--- config.mk ---
export PLATFORM = sky130hd
export DESIGN_NAME = rv32_alu
export DESIGN_NICKNAME = d
export VERILOG_FILES = /design/src/rtl/rv32_pkg.sv /design/src/rtl/rv32_alu.sv
export SDC_FILE = /design/constraint.sdc
export NUM_CORES = 1
export LEC_CHECK = 0
export BUFFER_PORTS_ARGS = -buffer_cell sky130_fd_sc_hd__buf_4
export CELL_PAD_IN_SITES_DETAIL_PLACEMENT = 0
export CELL_PAD_IN_SITES_GLOBAL_PLACEMENT = 2
export CORE_MARGIN = 2
export CORE_UTILIZATION = 36
export DETAILED_ROUTE_END_ITERATION = 10
export PLACE_DENSITY_LB_ADDON = 0.1
export SETUP_SLACK_MARGIN = 0.05
export SLEW_MARGIN = 20
export SYNTH_ARGS = -nofsm -noshare
export SYNTH_HDL_FRONTEND = slang
export SYNTH_SLANG_ARGS = --single-unit
export TNS_END_PERCENT = 20
--- constraint.sdc ---
create_clock -name vclk -period 6.47
set_input_delay 0.647 -clock vclk [all_inputs]
set_output_delay 0.647 -clock vclk [all_outputs]
set_load 0.02 [all_outputs]
--- src/rtl/rv32_pkg.sv ---
`default_nettype none
package rv32_pkg;

    typedef struct packed {
        logic        operation;
        logic [11:0] load_address;
        logic [31:0] load_data;
    } in_t;

    typedef struct packed {
        logic [31:0]        fetched_pc;
        logic [31:0]        instruction_word;
        logic [1:0]         service_kind;
        logic signed [31:0] service_value;
        logic               halted;
    } out_t;

    localparam logic OPER_LOAD = 1'b0;
    localparam logic OPER_STEP = 1'b1;

    localparam logic [1:0] CFG_DATA_START  = 2'd0;
    localparam logic [1:0] CFG_STACK_INIT  = 2'd1;
    localparam logic [1:0] CFG_GLOBAL_INIT = 2'd2;

    localparam logic [1:0] SVC_NONE  = 2'd0;
    localparam logic [1:0] SVC_INT   = 2'd1;
    localparam logic [1:0] SVC_STR   = 2'd2;
    localparam logic [1:0] SVC_EXIT  = 2'd3;

    localparam logic [31:0] A7_INT  = 32'd1;
    localparam logic [31:0] A7_STR  = 32'd4;
    localparam logic [31:0] A7_EXIT = 32'd10;

    localparam logic [6:0] OPC_OP     = 7'h33;
    localparam logic [6:0] OPC_OPIMM  = 7'h13;
    localparam logic [6:0] OPC_AUIPC  = 7'h17;
    localparam logic [6:0] OPC_LUI    = 7'h37;
    localparam logic [6:0] OPC_BRANCH = 7'h63;
    localparam logic [6:0] OPC_JAL    = 7'h6f;
    localparam logic [6:0] OPC_JALR   = 7'h67;
    localparam logic [6:0] OPC_LOAD   = 7'h03;
    localparam logic [6:0] OPC_STORE  = 7'h23;
    localparam logic [6:0] OPC_SYSTEM = 7'h73;

    localparam logic [6:0] F7_BASE = 7'h00;
    localparam logic [6:0] F7_ALT  = 7'h20;

    localparam logic [2:0] F3_ADD  = 3'd0;
    localparam logic [2:0] F3_SLL  = 3'd1;
    localparam logic [2:0] F3_SLT  = 3'd2;
    localparam logic [2:0] F3_SLTU = 3'd3;
    localparam logic [2:0] F3_XOR  = 3'd4;
    localparam logic [2:0] F3_SR   = 3'd5;
    localparam logic [2:0] F3_OR   = 3'd6;
    localparam logic [2:0] F3_AND  = 3'd7;

    localparam logic [2:0] F3_BEQ  = 3'd0;
    localparam logic [2:0] F3_BNE  = 3'd1;
    localparam logic [2:0] F3_BLT  = 3'd4;
    localparam logic [2:0] F3_BGE  = 3'd5;
    localparam logic [2:0] F3_BLTU = 3'd6;
    localparam logic [2:0] F3_BGEU = 3'd7;

    localparam logic [2:0] F3_LB  = 3'd0;
    localparam logic [2:0] F3_LW  = 3'd2;
    localparam logic [2:0] F3_LBU = 3'd4;
    localparam logic [2:0] F3_SB  = 3'd0;
    localparam logic [2:0] F3_SW  = 3'd2;

    localparam logic [3:0] ALU_ADD  = 4'd0;
    localparam logic [3:0] ALU_SUB  = 4'd1;
    localparam logic [3:0] ALU_AND  = 4'd2;
    localparam logic [3:0] ALU_OR   = 4'd3;
    localparam logic [3:0] ALU_XOR  = 4'd4;
    localparam logic [3:0] ALU_SLT  = 4'd5;
    localparam logic [3:0] ALU_SLTU = 4'd6;
    localparam logic [3:0] ALU_SLL  = 4'd7;
    localparam logic [3:0] ALU_SRL  = 4'd8;
    localparam logic [3:0] ALU_SRA  = 4'd9;

    typedef struct packed {
        logic eq;
        logic lt;
        logic ltu;
    } alu_flags_t;

    function automatic logic [31:0] imm_i(input logic [31:0] ir);
        imm_i = {{20{ir[31]}}, ir[31:20]};
    endfunction

    function automatic logic [31:0] imm_s(input logic [31:0] ir);
        imm_s = {{20{ir[31]}}, ir[31:25], ir[11:7]};
    endfunction

    function automatic logic [31:0] imm_b(input logic [31:0] ir);
        imm_b = {{19{ir[31]}}, ir[31], ir[7], ir[30:25], ir[11:8], 1'b0};
    endfunction

    function automatic logic [31:0] imm_j(input logic [31:0] ir);
        imm_j = {{11{ir[31]}}, ir[31], ir[19:12], ir[20], ir[30:21], 1'b0};
    endfunction

    function automatic logic [31:0] imm_u(input logic [31:0] ir);
        imm_u = {ir[31:12], 12'h000};
    endfunction

endpackage
`default_nettype wire

--- src/rtl/rv32_alu.sv ---
`default_nettype none
module rv32_alu (
    input  wire logic [3:0]            op,
    input  wire logic [31:0]           a,
    input  wire logic [31:0]           b,
    output logic [31:0]                y,
    output rv32_pkg::alu_flags_t       flags
);
    import rv32_pkg::*;

    logic [32:0] diff;
    logic        lt_s;

    // one subtractor serves sub and the lt and ltu compares; eq is a separate equality test
    assign diff = {1'b0, a} - {1'b0, b};
    assign lt_s = (a[31] != b[31]) ? a[31] : diff[31];

    always_comb
    begin
        flags.eq  = (a == b);
        flags.lt  = lt_s;
        flags.ltu = diff[32];
        unique case (op)
            ALU_ADD:  y = a + b;
            ALU_SUB:  y = diff[31:0];
            ALU_AND:  y = a & b;
            ALU_OR:   y = a | b;
            ALU_XOR:  y = a ^ b;
            ALU_SLT:  y = {31'd0, lt_s};
            ALU_SLTU: y = {31'd0, diff[32]};
            ALU_SLL:  y = a << b[4:0];
            ALU_SRL:  y = a >> b[4:0];
            ALU_SRA:  y = 32'($signed(a) >>> b[4:0]);
            default:  y = a + b;
        endcase
    end

endmodule
`default_nettype wire

==> summary.md <==
| Metric | Value |
|---|---|
| Status | completed |
| Synth Warn # | 0 |
| Post-CTS setup buffers | 0 |
| Max capacitance violation total | 0 |
| CP max stage delay | 0.53 ns |
| GRT Total Usage | 31.7% |
| Hold Path Class | input port to primary output |
| Buf/Inv on CP | 4 |
| Dpl hpwl | roughly 32,000 µm |
| FF+latch count | 0 |
| Global-route wire length before repair | between 60,000 and 70,000 µm |
| Synth Instances | 1,258 |
| DR WL/cell | about 27 µm |
| Share of layout cells above drive strength 1 | 17.1% |
| FILL cells | around 2,700 |
| Via-per-instance ratio | roughly 6.6 |
| Sequential fraction of the synthesis area | 0% |
| Fin crit period | roughly 6.0 ns |
| Worst setup path category | input port to primary output |
| DRT iter0 DRCs | around 1,400 |
| Fmax achieved | 0.168 GHz |
| Post-route setup TNS | 0 ns |
| Net Count, Synth | 1,426 |
| CORE AREA | 24,500 µm² |
| Register Area | 0 µm² |
| GRT overflow | 0 |
| Max_slew headroom | 25.0% |
| Area occupied by multi-input gates | 8070 µm² |
| NumNets Final | 1,447 |
| Die ar. | 26,300 µm² |
| Residual DRC | 0 |
| Cts hold-fix bufs | 0 |
| Ports | 103 |
| Rows | 57 |
| PostCTS Resize Cnt | 0 |
| Largest delay contributor family on the critical path | compound AO/OA/AOI/OAI gates |
| # setup viols final | 0 |
| Final wirelength | 43,000 µm |
| Worst setup SP type | input port |
| Initial core utilization | between 30% and 40% |
| Synthesized cell area | 9000 µm² |
| CP Max Fanout | 10 |
| Post-synth cell types | roughly 90 |
| Final Max Tran Viols | 0 |
| Crit path from | a[2] |
| Most frequent cells in the layout | nor2_1, buf_4, a21oi_1 |
| Die height | approximately 160 µm |
| Worst path cell trace | buf_4 -> inv_1 -> ha_1 -> nor3_1 -> o31ai_1 -> a31oi_1 -> a211oi_2 -> nor4_2 -> o41ai_2 -> buf_4 -> o31ai_1 -> a311oi_1 -> fa_1 -> o22ai_1 -> a221oi_1 -> o21ai_0 -> a221oi_1 -> nand3_1 -> buf_4 |
| Critical Path Most Common Cell | buf_4 |
| Period utilization | 92.1% |
| Unrepaired setup endpoints after global routing | false |
| Most common cell after layout, fill and taps aside | nor2_1 |
| Vias in the first global route | 9,873 |
| Largest net degree at the start of global routing | 57 |
| Router iterations before antenna repair | 7 |
| CLK BUF | 0 |
| Instance count on the critical path | 19 |
| Slowest CP cell | fa_1 |
| Synth Area per Inst | slightly above 7 µm² |
| Synth-to-Final Area Change | 8.86% |
| Fin. Hold Viols | 0 |
| Worst setup path end | y[31] |
| DRT antenna net count | 0 |
| PortBufs | 103 |
| Worst setup EP type | primary output |
| Req. time, crit path | between 5 and 6 ns |
| WP data arrival | ~5.3 ns |
| Worst slew pin tran | around 1.1 ns |
| Initial antenna violation count | 3 |
| Vias | between 10,000 and 15,000 |
| Routability cong. | between 0.9 and 1 |
| Die extent in x | 162 µm |
layer usage:
metal  track usage [%]  up-vias  part of all wire [%]
met5                 0        -                 0.030
met4              9.33        2                   3.2
met3              5.23       64                   9.1
met2              48.6      554                    44
met1              45.7     5206                    44
li1                  -     4799                     -
through the flow:
stage / std cells / hold slack, ns / setup WS (ns) / area [µm²] / util, %
final: 1603 / 1.78 / 0.513 / 9790 / 40.0
after global routing: 1601 / 1.84 / 0.242 / 9790 / 40.0
after CTS: 1601 / 1.79 / 0.670 / 9790 / 40.0
after detailed placement: 1601 / 1.78 / 0.681 / 9790 / 40.0
after global placement: 1600 / 1.79 / 0.733 / 9780 / 40.0
after floorplan: 1258 / 1.59 / 0.967 / 9000 / -
tightest hold or removal path: stages:
cell and delay (ns):
buf_4 0.17, nand2_1 0.08, o311ai_1 0.08, buf_4 0.16
worst min-delay path by stage:
stage / from / to / slack, ns / depth (start not counted)
floorplan: a[31] / flags[1] / 1.59 / 2
global placement: op[1] / y[0] / 1.79 / 4
detailed placement: op[1] / y[0] / 1.78 / 4
CTS: op[1] / y[0] / 1.79 / 4
global route: op[1] / y[0] / 1.84 / 4
finish: op[1] / y[0] / 1.78 / 4
synthesized netlist by cell type, types with 8 or more instances:
cell	instances	area, µm²
clkbuf_8	10	138
mux2i_1	34	340
nand3_1	24	120
nor3_1	37	185
clkbuf_1	60	225
a221oi_1	21	184
o22ai_1	10	62.6
nand2_1	97	364
or3_1	8	50.1
buf_2	14	70.1
buf_1	11	41.3
nor4_1	14	87.6
nor2b_1	11	68.8
o21ai_1	15	75.1
inv_1	93	349
ha_1	97	1210
o21bai_1	14	105
a31oi_1	12	75.1
o31ai_1	12	90.1
and2_1	8	50.1
nor2_1	142	533
a211oi_1	22	165
a21o_1	12	90.1
a21oi_1	108	541
o211ai_1	21	158
mux4_2	61	1370
o2111ai_1	8	70.1
o21ai_0	89	445
a211o_1	10	87.6
nand2b_1	13	81.3
layout make-up:
type | instances | share of cell area, %
inverters | 98 | 3.76
repair buffers | 126 | 9.70
multi-input cells | 1053 | 82.4
well taps | 324 | 4.14
diodes | 2 | 0.0511
cell families after synthesis:
logic type	count (synthesis)	synth area share, %
buffers and inverters	205	10.6
adder cells (fa/ha/maj)	100	14.2
XOR/XNOR	7	0.682
AND/OR/NAND/NOR	394	20.8
multiplexers	105	20.6
AO/OA/AOI/OAI	447	33.1
